$ cat src/rtl/cdp_pkg.sv
// Shared types, constants and the decode term mask table for the decode PLA.
`timescale 1ns / 1ps
package cdp_pkg;

    localparam int TERM_COUNT = 128;
    localparam int COL_COUNT  = 21;

    // Lines with extra kill conditions
    localparam int LINE_BRANCH_READY = 73;
    localparam int LINE_EXCL_A       = 83;
    localparam int LINE_EXCL_B       = 90;

    typedef logic [COL_COUNT-1:0]  t_cols;
    typedef logic [TERM_COUNT-1:0] t_lines;

    // Column conditions plus the two implied-opcode detectors.
    // t_cols bit 20 is column 0 (T!=1), bit 0 is column 20 (T!=5).
    typedef struct packed {
        t_cols cols;
        logic  push_pull;
        logic  implied;
        logic  not_ready;
    } t_dec_ctrl;

    // Term masks: a set bit blocks the term while its column condition holds.
    localparam t_cols TERM_MASK [TERM_COUNT] = '{
        21'b000101100000100100000, 21'b000000010110001000100,
        21'b000000011010001001000, 21'b010100011001100100000,
        21'b010101011010100100000, 21'b010110000001100100000,
        21'b000000100010000001000, 21'b000001000000100010000,
        21'b000000010101001001000, 21'b010101011001100010000,
        21'b010110011001100010000, 21'b011010000001100100000,
        21'b000101000000100010000, 21'b010101011010100010000,
        21'b011001000000100010000, 21'b100110011001100010000,
        21'b101010011001100100000, 21'b011001011010100010000,
        21'b100100011001100100000, 21'b011001100000100100000,
        21'b011001000001100100000, 21'b011001010101010100000,
        21'b000101010101010100001, 21'b010100011001010100000,
        21'b001010010101010100010, 21'b001000011001010100100,
        21'b000110010101010100001, 21'b001010000000010010000,
        21'b000000000000000001000, 21'b010110000000011000000,
        21'b000010101001010100000, 21'b000000101001000001000,
        21'b010101000000011000000, 21'b000000000100000001000,
        21'b010000000000000000000, 21'b000000010001010101000,
        21'b000000000001010100100, 21'b000001010101010100010,
        21'b000110010101010100010, 21'b000000010101001000100,
        21'b000000010110001000010, 21'b000000010110001001000,
        21'b000000001010000000100, 21'b001000011001010100000,
        21'b001010000000100010000, 21'b000000010101001000010,
        21'b000000010110001000100, 21'b000010010101010100000,
        21'b001001010101010101000, 21'b010010000001100100000,
        21'b010110000000101000000, 21'b011010000000101000000,
        21'b011010000000001000000, 21'b001001000000010010000,
        21'b000010101001010100100, 21'b000001000000010010000,
        21'b001001010101010100001, 21'b000000010001010101000,
        21'b010101011010100100000, 21'b100000000000011000000,
        21'b101010000000001000000, 21'b100000011001010010000,
        21'b010101011001100010000, 21'b011010011001010100000,
        21'b011001000000101000000, 21'b010000000000001000000,
        21'b011001011001100100000, 21'b010000011001010010000,
        21'b011001011001100010000, 21'b011001100001010100000,
        21'b011001000000011000000, 21'b000000001010000000010,
        21'b000000010110001000001, 21'b010000010110000100000,
        21'b000110011001010101000, 21'b010010011001010010000,
        21'b000010000000010010000, 21'b000101010101010101000,
        21'b001001010101010100100, 21'b000101000000101000000,
        21'b000000010110000101000, 21'b000000100100000001000,
        21'b000000010100001001000, 21'b000000001000000001000,
        21'b001010010101010100001, 21'b000000000000000000010,
        21'b000000000000000000100, 21'b010100010101010100000,
        21'b010010101001010100000, 21'b000000010101001000001,
        21'b000000001000000000100, 21'b000000010110001000010,
        21'b000000001010000000100, 21'b000000010110000100100,
        21'b000100010101010100000, 21'b001001010101010100000,
        21'b000010101001010100000, 21'b000101000000100000000,
        21'b000101010101010100010, 21'b000101011001010101000,
        21'b000100011001010101000, 21'b000010101001010100010,
        21'b000010010101010100001, 21'b001001010101010100001,
        21'b000110101001010101000, 21'b001000011001010100100,
        21'b000010000000000010000, 21'b000001000000010010000,
        21'b010010011010010100000, 21'b101001100001010100000,
        21'b010001011010010100000, 21'b000000100110000000100,
        21'b101010000000001000000, 21'b011001100001010100000,
        21'b011001011001010100000, 21'b000110010101010100010,
        21'b100110000000101000000, 21'b100010101001100100000,
        21'b100001011001010010000, 21'b100010000101100100000,
        21'b010010011010100100000, 21'b000001000000000000000,
        21'b000000101001000000100, 21'b000000100101000001000,
        21'b000000010100001000001, 21'b000000001010000000010,
        21'b000000000000010000000, 21'b001001011010100100000
    };

endpackage

$ cat src/rtl/cdp_col_gen.sv
// Column condition generator: opcode bit levels, timing step inequality tests, push/pull detect.
`timescale 1ns / 1ps
module cdp_col_gen (
    input  logic [7:0]        i_ir,
    input  logic [2:0]        i_step,
    input  logic              i_not_ready,
    output cdp_pkg::t_dec_ctrl o_ctrl
);
    import cdp_pkg::*;

    logic ir01;
    logic push_pull;

    // IR0 or IR1 feeds both a column and the detectors
    assign ir01 = i_ir[0] | i_ir[1];

    // Push/pull: 0XX01000
    assign push_pull = ~(i_ir[2] | ~i_ir[3] | i_ir[4] | i_ir[7] | ir01);

    always_comb begin
        o_ctrl.cols = {
            (i_step != 3'd1), (i_step != 3'd0),
            ~i_ir[5], i_ir[5],
            ~i_ir[6], i_ir[6],
            ~i_ir[2], i_ir[2],
            ~i_ir[3], i_ir[3],
            ~i_ir[4], i_ir[4],
            ~i_ir[7], i_ir[7],
            ~i_ir[0], ir01, ~i_ir[1],
            (i_step != 3'd2), (i_step != 3'd3),
            (i_step != 3'd4), (i_step != 3'd5)
        };
        o_ctrl.push_pull = push_pull;
        // Implied opcodes XXXX10X0, push/pull excluded
        o_ctrl.implied   = ~(i_ir[2] | ~i_ir[3] | i_ir[0] | push_pull);
        o_ctrl.not_ready = i_not_ready;
    end

endmodule

$ cat src/rtl/cdp_term_array.sv
// Product-term array: 128 masked NOR terms with the branch and push/pull kills.
`timescale 1ns / 1ps
module cdp_term_array (
    input  cdp_pkg::t_dec_ctrl i_ctrl,
    output cdp_pkg::t_lines    o_lines
);
    import cdp_pkg::*;

    t_lines terms;

    // A term fires when none of its marked columns is active
    always_comb begin
        for (int n = 0; n < TERM_COUNT; n++) begin
            terms[n] = ~|(TERM_MASK[n] & i_ctrl.cols);
        end
    end

    // Extra kills on the branch-ready line and the two push/pull exclusions
    always_comb begin
        o_lines = terms;
        o_lines[LINE_BRANCH_READY] = terms[LINE_BRANCH_READY] & ~i_ctrl.not_ready;
        o_lines[LINE_EXCL_A]       = terms[LINE_EXCL_A] & ~i_ctrl.push_pull;
        o_lines[LINE_EXCL_B]       = terms[LINE_EXCL_B] & ~i_ctrl.push_pull;
    end

endmodule

$ cat src/rtl/cpu_decode_pla.sv
// Top level of the instruction decode PLA: input register, decode logic, result register.
//
// Usage:
//   Input channel (i_valid / o_stall) carries one item: opcode byte, timing
//   step and the previous-not-ready flag. An item is taken at an edge where
//   i_valid is high and o_stall is low.
//   Output channel (o_valid / i_stall) carries the 130 decode lines as four
//   32-bit words plus the implied and push/pull lines.
//   An item taken is held in the input register, decoded through one level
//   of PLA logic, and then registered in the result register that drives the
//   outputs. Throughput: one item per clock while the receiver keeps up.
//   When the receiver stalls, the result register holds its item unchanged
//   and the input register can still take one more item; o_stall rises
//   only once both registers are full and the result is stalled.
//   Reset (i_rst_n low, synchronous) empties both registers, dropping any
//   items they hold; no item is invented since the block has no other state.
`timescale 1ns / 1ps
module cpu_decode_pla (
    input  logic        i_clk,
    input  logic        i_rst_n,
    input  logic        i_valid,
    output logic        o_stall,
    input  logic [7:0]  i_instr_byte,
    input  logic [2:0]  i_timing_step,
    input  logic        i_prev_not_ready,
    output logic        o_valid,
    input  logic        i_stall,
    output logic [31:0] o_lines_0_31,
    output logic [31:0] o_lines_32_63,
    output logic [31:0] o_lines_64_95,
    output logic [31:0] o_lines_96_127,
    output logic        o_implied_line,
    output logic        o_push_pull_line
);
    import cdp_pkg::*;

    logic      r_in_valid;
    logic      n_in_valid;
    logic [7:0] r_ir;
    logic [2:0] r_step;
    logic      r_not_ready;

    logic      r_out_valid;
    logic      n_out_valid;
    t_lines    r_lines;
    logic      r_implied;
    logic      r_push_pull;

    logic      out_load;
    logic      in_load;
    t_dec_ctrl ctrl;
    t_lines    lines;

    // Handshake: result register loads when empty or drained this cycle
    assign out_load = ~r_out_valid | ~i_stall;
    assign in_load  = ~r_in_valid | out_load;
    assign o_stall  = ~in_load;

    always_comb begin
        n_in_valid  = in_load ? i_valid : r_in_valid;
        n_out_valid = out_load ? r_in_valid : r_out_valid;
    end

    // Control state
    always_ff @(posedge i_clk) begin
        if (!i_rst_n) begin
            r_in_valid  <= 1'b0;
            r_out_valid <= 1'b0;
        end else begin
            r_in_valid  <= n_in_valid;
            r_out_valid <= n_out_valid;
        end
    end

    // Input register
    always_ff @(posedge i_clk) begin
        if (in_load) begin
            r_ir        <= i_instr_byte;
            r_step      <= i_timing_step;
            r_not_ready <= i_prev_not_ready;
        end
    end

    cdp_col_gen u_col_gen (
        .i_ir        (r_ir),
        .i_step      (r_step),
        .i_not_ready (r_not_ready),
        .o_ctrl      (ctrl)
    );

    cdp_term_array u_term_array (
        .i_ctrl  (ctrl),
        .o_lines (lines)
    );

    // Result register
    always_ff @(posedge i_clk) begin
        if (out_load) begin
            r_lines     <= lines;
            r_implied   <= ctrl.implied;
            r_push_pull <= ctrl.push_pull;
        end
    end

    assign o_valid          = r_out_valid;
    assign o_lines_0_31     = r_lines[31:0];
    assign o_lines_32_63    = r_lines[63:32];
    assign o_lines_64_95    = r_lines[95:64];
    assign o_lines_96_127   = r_lines[127:96];
    assign o_implied_line   = r_implied;
    assign o_push_pull_line = r_push_pull;

endmodule

$ cat config.mk
export PLATFORM = sky130hd
export DESIGN_NAME = cpu_decode_pla
export DESIGN_NICKNAME = d
export VERILOG_FILES = /design/src/rtl/cdp_pkg.sv /design/src/rtl/cdp_col_gen.sv /design/src/rtl/cdp_term_array.sv /design/src/rtl/cpu_decode_pla.sv
export SDC_FILE = /design/constraint.sdc
export NUM_CORES = 1
export LEC_CHECK = 0
export ABC_CLOCK_PERIOD_IN_PS = 5600
export BUFFER_PORTS_ARGS = -buffer_cell sky130_fd_sc_hd__buf_2
export CORE_MARGIN = 3
export CORE_UTILIZATION = 50
export CTS_CLUSTER_DIAMETER = 120
export CTS_CLUSTER_SIZE = 40
export DETAILED_ROUTE_END_ITERATION = 16
export PLACE_DENSITY = 0.81
export SLEW_MARGIN = 25
export SYNTH_ARGS = -nofsm -noshare
export SYNTH_HDL_FRONTEND = slang
export SYNTH_SLANG_ARGS = --single-unit
$ cat constraint.sdc
create_clock -name i_clk -period 5.6 [get_ports i_clk]
set_clock_uncertainty 0.1 [all_clocks]
set_input_delay 1.68 -clock i_clk [delete_from_list [all_inputs] [get_ports i_clk]]
set_output_delay 1.68 -clock i_clk [all_outputs]
set_load 0.05 [all_outputs]
==> results.txt, run 1 <==
Status: completed
Hold_buf cts: 0
Post-Layout Inst Area: 0.00639 mm^2
PwrDens: 356 mW/mm^2
Core ar.: 0.0100 mm^2
Routed len/inst: 19.0 um
Antenna violations before repair: 0
Yosys cell types: 30
Syn Std Cell Area: 0.00525 mm^2
Synthesized flop and latch total: 130
Area Growth Syn to Fin: 21.6%
CTS sink cnt: 130
Max cap viols: 0
Iter 0 DRT Violations: 223
Site Rows: 36
Synth warn: 0
R2r setup slk: 3.35 ns
Worst-path cell chain: buf_2 -> nand3_1 -> inv_1 -> buf_2
Crit path max-delay cell type: nand3_1
Met2 usage: 30.9%
Crit end category: output pin
Clk_lat worst skew: 0.50 ns
Post-CTS Resized: 0
Switching pwr: 598 uW
Clk buf depth: 2
Crit start category: input pin
Total number of vias: 3221
Area post-placement: 0.00591 mm^2
Critical Path AT: 2.74 ns
Worst vdd ir: 0.216 mV
Pin count of the biggest net entering global routing: 98
Max Freq: 0.221 GHz
Int Pwr: 1.68 mW
Synth area leaders: edfxtp_1 73%, nor4_2 6.9%, nor3_1 3.0%
Period utilization: 80.8%
Required @ worst endpoint: 3.82 ns
TritonCTS clock tree: yes
H-tree levels: 4
Yosys top cell area share: 73.2%
Seq/Total Area, Yosys: 73.9%
Worst-Margin Slew: 1.02 ns
Clock transition at path regs: 0.05 ns
Die Height: 108 um
DRT antenna net count: 0
Slew headroom: 32.1%
Post-Route WL: 11500 um
Die W: 108 um
Io pins: 148
Hpwl dp: 7320 um
Reg-to-Reg End: r_lines[17]
Syn Nets: 353
Clock Power Share: 38.8%
Met1 Use GR: 27.4%
WP depth: 4
GR Overflow Total: 0
Number of global-route vias before repair: 3182
Length in cells of the worst reg-to-reg path: 2
Highest net fanout along the worst path: 13
Worst stage delay on the critical path: 0.44 ns
Leading area contributor after synthesis: edfxtp_1
DP Worst Slack: 1.06 ns
Critical path type: in -> out
Mapped Cells: 337
Net switching fraction of the power: 26.3%
Most frequent cell on the critical path: buf_2
Number of buffers created by CTS: 17
Worst Setup EP: o_stall
Pwr Total: 2.28 mW
Crit path launch: i_stall
Fin Hold WS: 0.416 ns
WP buf/inv: 3
Share of cells above drive strength 1: 44.8%
Part of the power in registers: 50.0%
Synth Area per Inst: 15.6 um^2
Initial Util: 52.5%
Gr busiest metal: met2
RSZ-0062 raised after global routing: false
DR vias/cell: 5.32
Ant. Diodes: 0
Buffers on Ports: 147
Worst min path class: reg -> reg
Combinational Power Share: 11.2%
Final Setup Violations: 0
Largest delay share family, worst path: buffers and inverters
Fin. max-slew vios: 0
Fin Setup TNS: 0 ns
Tmin final: 4.52 ns
Cell count after placement: 575
Setup slack after layout: 1.08 ns
Final Hold Vio Count: 0
Placer congestion estimate: 0.745
Worst reg2reg path startpoint: r_ir[5]
TritonRoute pass-1 iters: 5
Post-layout util: 63.9%
Leak Pwr: 2.76 nW
Layout Cells excl Fill: 606
Met3 Usage GRT: 5.67%
GRT Total Usage: 20.3%
First-pass GRT wire length: 17400 um
Clock root cell: clkbuf_8
Die area: 0.0118 mm^2
Remaining DRCs: 0
Post-CTS Repair Setup Buffers: 0
Nets@finish: 477
## final cells by class
class | count | area [um^2]
multi-input combinational | 150 | 1070
timing repair buffer | 148 | 743
clock inverter | 10 | 45.0
clock buffer | 21 | 429
fill | 785 | 3610
inverter | 14 | 52.6
sequential | 130 | 3880
tap | 133 | 166
## power groups by stage
stage / registers [mW] / clock network [mW] / logic (mW)
2_1_floorplan: 1.28 / 0 / 0.0828
3_3_place_gp: 1.16 / 0 / 0.254
3_5_place_dp: 1.16 / 0 / 0.257
4_1_cts: 1.14 / 0.899 / 0.258
5_1_grt: 1.14 / 0.946 / 0.267
6_report: 1.14 / 0.884 / 0.256
## worst min-delay path by stage
stage               slack [ns]        from  endpoint  depth (start not counted)
floorplan                 0.36  r_in_valid   o_valid                          2
global placement          0.37  r_in_valid   o_valid                          2
detailed placement        0.41  r_in_valid   o_valid                          2
CTS                       0.43  r_in_valid   o_valid                          2
global route              0.45  r_in_valid   o_valid                          2
finish                    0.42  r_in_valid   o_valid                          2
## tightest hold or removal path, delay by kind of cell, from the launching register on
family | cells | cell delay [ns]
flops | 1 | 0.33
simple gates | 1 | 0.10
compound gates | 1 | 0.05
## cell usage after synthesis
master     number
buf_1           2
a211oi_1        2
nor4_2         29
and2_1          1
or4_4           1
nand4bb_1       3
dfxtp_1         2
buf_6           4
or3b_1          2
or3_1           1
nand2_1         5
nand3b_1        4
or4_1           3
o21a_1          1
buf_2          13
nand3_1         1
edfxtp_1      128
or3b_2          6
clkbuf_2        1
or2_2           3
nor3_1         32
buf_4          15
or4b_1          3
nand2b_1        5
clkbuf_1        8
nor2_1         31
inv_1          14
nor2b_1         1
a21oi_1         1
nor4_1         15
## layer usage
layer	up-vias	part of all wire, %
met3	13	6.8
met2	147	49
met5	-	0
met4	0	1.6
met1	1546	43
li1	1515	-
## state kept, by name (all words and copies together) (netlist names)
name and flops:
r_step 3, r_lines 114, o_implied_line 1, r_in_valid 1
r_not_ready 1, o_valid 1, o_push_pull_line 1, r_ir 8
## logic make-up after synthesis
logic type / share of synthesized area [%]
AOI/OAI and AO/OA: 0.524
buffers and inverters: 6.05
DFF: 73.9
and+or+nand+nor: 19.5
## cell usage in the layout, fill, tap and decap left out, types with 2 or more instances in the layout
master | synthesis | layout
dfxtp_1 | 2 | 2
nor3_1 | 32 | 32
a211oi_1 | 2 | 2
or4b_1 | 3 | 3
nor2_1 | 31 | 31
edfxtp_1 | 128 | 128
nor4_2 | 29 | 29
nand4bb_1 | 3 | 3
nand3b_1 | 4 | 4
or3b_2 | 6 | 6
nand2_1 | 5 | 4
nor4_1 | 15 | 15
clkinv_1 | 0 | 4
clkbuf_16 | 0 | 16
or3b_1 | 2 | 2
inv_1 | 14 | 14
or2_2 | 3 | 3
nand2b_1 | 5 | 5
clkbuf_1 | 8 | 4
or4_1 | 3 | 3
buf_2 | 13 | 147
clkinv_2 | 0 | 6
Power figures use the tool's default switching activity.
==> run 2, diff against run 1 <==
--- a/config.mk
+++ b/config.mk
@@ -5,7 +5,8 @@
 export SDC_FILE = /design/constraint.sdc
 export NUM_CORES = 1
 export LEC_CHECK = 0
-export ABC_CLOCK_PERIOD_IN_PS = 5600
+export ABC_AREA = 1
+export ABC_CLOCK_PERIOD_IN_PS = 4400
 export BUFFER_PORTS_ARGS = -buffer_cell sky130_fd_sc_hd__buf_2
 export CORE_MARGIN = 3
 export CORE_UTILIZATION = 50
==> constraint.sdc (replaced) <==
create_clock -name i_clk -period 4.4 [get_ports i_clk]
set_clock_uncertainty 0.1 [all_clocks]
set_input_delay 1.32 -clock i_clk [delete_from_list [all_inputs] [get_ports i_clk]]
set_output_delay 1.32 -clock i_clk [all_outputs]
set_load 0.05 [all_outputs]
==> results.txt, run 2 <==
Ant. Diodes: 0
CTS sink cnt: 130
Area of the multi-input gates: 966 um^2
TritonCTS clock tree: yes
Worst min path class: reg -> reg
Iter 0 DRT Violations: 366
Slew headroom: 47.1%
Critical Path AT: 2.06 ns
Period utilization: 79.0%
Die W: 107 um
Post-Layout Inst Area: 0.00646 mm^2
Core ar.: 0.00986 mm^2
Max reg flops: 114
Post-CTS Repair Setup Buffers: 0
Most frequent cells in the layout: 147 x buf_2, 128 x edfxtp_1, 84 x nor2_1
Number of global-route vias before repair: 3453
Yosys top cell area share: 74.9%
First-pass GRT wire length: 18400 um
Leak Pwr: 2.99 nW
Synth warn: 0
Setup slack after layout: 0.924 ns
Worst vdd ir: 0.250 mV
Die Height: 107 um
Ys async rst share: 0%
Clock transition at path regs: 0.05 ns
Syn Nets: 417
Top reg by flops: r_lines
Io pins: 148
Clk_lat worst skew: 0.52 ns
Beginning of the worst hold path: r_in_valid
Hpwl dp: 8210 um
Syn Std Cell Area: 0.00513 mm^2
Yosys cell types: 21
Remaining DRCs: 0
Compound-Gate Fraction of Synth Area: 0.293%
GRT Total Usage: 21.9%
Commonest non-fill, non-tap cell in the layout: buf_2
Die area: 0.0115 mm^2
Antenna violations before repair: 0
Leading area contributor after synthesis: edfxtp_1
Reg-to-Reg End: r_lines[105]
Critical path type: in -> out
Fin Setup TNS: 0 ns
Clock root cell: clkbuf_8
Most common cell in the netlist: edfxtp_1
Number of buffers created by CTS: 17
Post-Route WL: 12300 um
Placer congestion estimate: 0.848
DR vias/cell: 5.24
R2r setup slk: 2.20 ns
Simple-gate share of the synthesized area: 18.4%
Nets@finish: 560
Post-Synth XOR/XNOR Area: 0%
Synth Area per Inst: 12.8 um^2
Fin Hold WS: 0.372 ns
Area post-placement: 0.00589 mm^2
Main combinational cell family by area after synthesis: simple AND/OR/NAND/NOR gates
Met2 routed WL: 5970 um
H-tree levels: 4
Site Rows: 36
Status: completed
PwrDens: 483 mW/mm^2
FF/Latch Area: 0.00388 mm^2
Pin count of the biggest net entering global routing: 118
Initial Util: 52.0%
Synth area leaders: edfxtp_1 75%, nor2_1 6.1%, nand2_1 4.1%
EDFF count, synth: 128
TritonRoute pass-1 iters: 5
Worst reg2reg path startpoint: r_ir[0]
Post-CTS Resized: 0
Buffers on Ports: 147
Mapped Cells: 401
Seq/Total Area, Yosys: 75.7%
DP Worst Slack: 0.924 ns
Final Setup Violations: 0
Total number of vias: 3614
Metal3 WL: 1340 um
Hold Path End: o_valid
Clk buf depth: 2
Top Metal Used: met4
Crit start category: input pin
Highest net fanout along the worst path: 13
Adder-Cell Fraction of Synth Area: 0%
Hold Path Stages: 2
Hold_buf cts: 0
Routed len/inst: 17.8 um
Mux contribution to synthesized area: 0%
Fill count: 743
Prevailing post-synth register cell: edfxtp_1
GR Overflow Total: 0
Required @ worst endpoint: 2.98 ns
Synthesized flop and latch total: 130
Max cap viols: 0
Length in cells of the worst reg-to-reg path: 5
Tmin final: 3.48 ns
Largest registers: r_lines x114, r_ir x8, r_step x3
Share of cells above drive strength 1: 35.7%
Crit end category: output pin
DRT antenna net count: 0
Worst-Margin Slew: 0.793 ns
Final Hold Vio Count: 0
Area Growth Syn to Fin: 25.9%
Post-layout util: 65.5%
Max Freq: 0.288 GHz
RSZ-0062 raised after global routing: false
Met1 wire length: 4640 um
Fin. max-slew vios: 0
Synth top cells by count: 128 x edfxtp_1, 84 x nor2_1, 56 x nand2_1
## run 2: worst max path at each step
stage	slack, ns	start	endpoint
CTS	0.92	i_stall	o_stall
detailed placement	0.92	i_stall	o_stall
global placement	0.95	i_stall	o_stall
floorplan	0.84	i_stall	o_stall
global route	0.89	i_stall	o_stall
finish	0.92	i_stall	o_stall
## run 2: cell type report
type                       instances  share of cell area (%)
inverter                          30                    1.74
timing repair buffer             149                    11.8
sequential                       130                    60.1
multi-input combinational        216                    15.0
tap                              133                    2.58
clock buffer                      20                    6.59
clock inverter                    12                    2.17
## run 2: worst max-delay path, stage by stage
cell and delay (ns):
buf_2 0.11, nand3_1 0.09, buf_4 0.20, inv_1 0.08, buf_2 0.26
## run 2: cell families (layout without fill, tap and decap cells)
kind of cell	count (synthesis)	after routing
AO/OA/AOI/OAI	2	2
AND/OR/NAND/NOR	214	214
buffers and inverters	55	211
flip-flops	130	130
## run 2: stage by stage
stage	total power [mW]	std cells
global route	3.21	690
detailed placement	1.80	658
global placement	1.80	658
CTS	3.14	690
finish	3.12	690
floorplan	1.73	401
## run 2: power breakdown
group	switching, mW	internal, mW
Sequential	0.0405	1.41
Combinational	0.275	0.0545
Clock	0.487	0.853
Total	0.803	2.32
## run 2: routing by layer
| metal | up-vias | GRT usage, % |
|---|---|---|
| met5 | - | 0 |
| met4 | 0 | 10.0 |
| met3 | 22 | 7.08 |
| met2 | 248 | 34.1 |
| met1 | 1687 | 28.2 |
| li1 | 1657 | - |
==> run 3, diff against run 2 <==
--- a/config.mk
+++ b/config.mk
@@ -6,7 +6,7 @@
 export NUM_CORES = 1
 export LEC_CHECK = 0
 export ABC_AREA = 1
-export ABC_CLOCK_PERIOD_IN_PS = 4400
+export ABC_CLOCK_PERIOD_IN_PS = 3400
 export BUFFER_PORTS_ARGS = -buffer_cell sky130_fd_sc_hd__buf_2
 export CORE_MARGIN = 3
 export CORE_UTILIZATION = 50
==> constraint.sdc (replaced) <==
create_clock -name i_clk -period 3.4 [get_ports i_clk]
set_clock_uncertainty 0.1 [all_clocks]
set_input_delay 1.02 -clock i_clk [delete_from_list [all_inputs] [get_ports i_clk]]
set_output_delay 1.02 -clock i_clk [all_outputs]
set_load 0.05 [all_outputs]
==> results.txt, run 3 (synthesis gave the netlist of run 2 again) <==
Status: completed
Post-CTS Repair Setup Buffers: 0
Worst-Margin Slew: 0.849 ns
Slew headroom: 43.4%
Hpwl dp: 8390 um
PwrDens: 624 mW/mm^2
Worst-path cell chain: buf_2 -> nand3_1 -> inv_1 -> buf_2
Number of buffers created by CTS: 17
Tmin final: 2.70 ns
Top reg by flops: r_lines
Site Rows: 36
Die area: 0.0115 mm^2
Length in cells of the worst reg-to-reg path: 5
Highest net fanout along the worst path: 2
Required @ worst endpoint: 2.28 ns
Final Hold Vio Count: 0
Clk_lat worst skew: 0.54 ns
Largest registers: r_lines x114, r_ir x8, r_step x3
Area Growth Syn to Fin: 26.4%
Crit path max-delay cell type: buf_2
Max reg flops: 114
Remaining DRCs: 0
Fill count: 737
Most frequent cell on the critical path: buf_2
Clock transition at path regs: 0.06 ns
Die W: 107 um
Ant. Diodes: 0
Post-Route WL: 12200 um
Hold Path Stages: 2
RSZ-0062 raised after global routing: false
Hold_buf cts: 0
First-pass GRT wire length: 18500 um
Placer congestion estimate: 0.891
TritonRoute pass-1 iters: 5
Cell count after placement: 659
Worst min path class: reg -> reg
Worst stage delay on the critical path: 0.26 ns
Total number of vias: 3600
Io pins: 148
Share of cells above drive strength 1: 36.7%
Antenna violations before repair: 0
DRT antenna net count: 0
GR Overflow Total: 0
Clk buf depth: 2
Most frequent cells in the layout: 147 x buf_2, 128 x edfxtp_1, 84 x nor2_1
Die Height: 107 um
DR vias/cell: 5.21
Fin Hold WS: 0.363 ns
Leak Pwr: 3.00 nW
Max cap viols: 0
Pin count of the biggest net entering global routing: 47
Routed len/inst: 17.6 um
Post-CTS Resized: 0
Commonest non-fill, non-tap cell in the layout: buf_2
Fin Setup TNS: 0 ns
Initial Util: 52.0%
Crit start category: input pin
Worst vdd ir: 0.379 mV
Layout Cells excl Fill: 691
Fin. max-slew vios: 0
Core ar.: 0.00986 mm^2
Buffers on Ports: 147
Nets@finish: 561
Crit end category: output pin
H-tree levels: 4
CTS sink cnt: 130
Critical Path AT: 1.58 ns
Critical path type: in -> out
Max Freq: 0.371 GHz
Clock root cell: clkbuf_8
Period utilization: 79.4%
TritonCTS clock tree: yes
GRT Total Usage: 22.0%
Final Setup Violations: 0
Number of global-route vias before repair: 3423
Pwr Total: 4.04 mW
Iter 0 DRT Violations: 403
-- run 3: cell count changes in the layout (fill, tap and decap cells not counted) --
cell	delta
clkinv_1	-2
clkinv_4	+2
bufinv_16	-1
clkinv_2	-1
buf_12	+1
clkbuf_1	-3
inv_6	+4
clkinvlp_4	+1
-- run 3: layout make-up --
cell class / count / area (um^2) / share of cell area (%)
Timing Repair Buffer: 150 / 783 / 12.1
Clock inverter: 15 / 158 / 2.43
Clock buffer: 17 / 414 / 6.39
Sequential cell: 130 / 3880 / 59.9
Inverter: 30 / 113 / 1.74
Tap cell: 133 / 166 / 2.57
Multi-Input combinational cell: 216 / 966 / 14.9
-- run 3: path summary, 6_finish.rpt --
kind	end	slack [ns]	from
min	o_valid	0.36	r_in_valid
min reg2reg	o_valid	0.36	r_in_valid
max	o_stall	0.70	i_stall
max reg2reg	r_lines[105]	1.25	r_ir[0]
-- run 3: per-layer routing --
metal / GRT usage, % / part of all wire [%] / vias to the layer above
met5: 0 / 0 / -
met4: 9.95 / 2.0 / 0
met3: 6.48 / 10 / 27
met2: 35.2 / 49 / 225
met1: 27.9 / 39 / 1691
li1: - / - / 1657
-- run 3: report_power, final --
group	total, mW	switching, mW	leakage [nW]	internal [mW]
logic	0.428	0.356	1.21	0.0721
registers	1.88	0.0526	1.52	1.82
clock network	1.74	0.691	0.273	1.05
total	4.04	1.10	3.00	2.94
-- run 3: stage by stage --
step / instance area (um^2) / utilization (%) / setup WS, ns
final: 6480 / 65.7 / 0.701
after global routing: 6480 / 65.7 / 0.669
after CTS: 6480 / 65.7 / 0.704
after detailed placement: 5910 / 59.9 / 0.707
after global placement: 5910 / 59.9 / 0.721
after floorplan: 5130 / - / 0.442
-- run 3: worst max-delay path, delay by kind of cell --
family / cells / cell delay [ns]
buffers and inverters: 3 / 0.46
AND/OR/NAND/NOR: 1 / 0.10
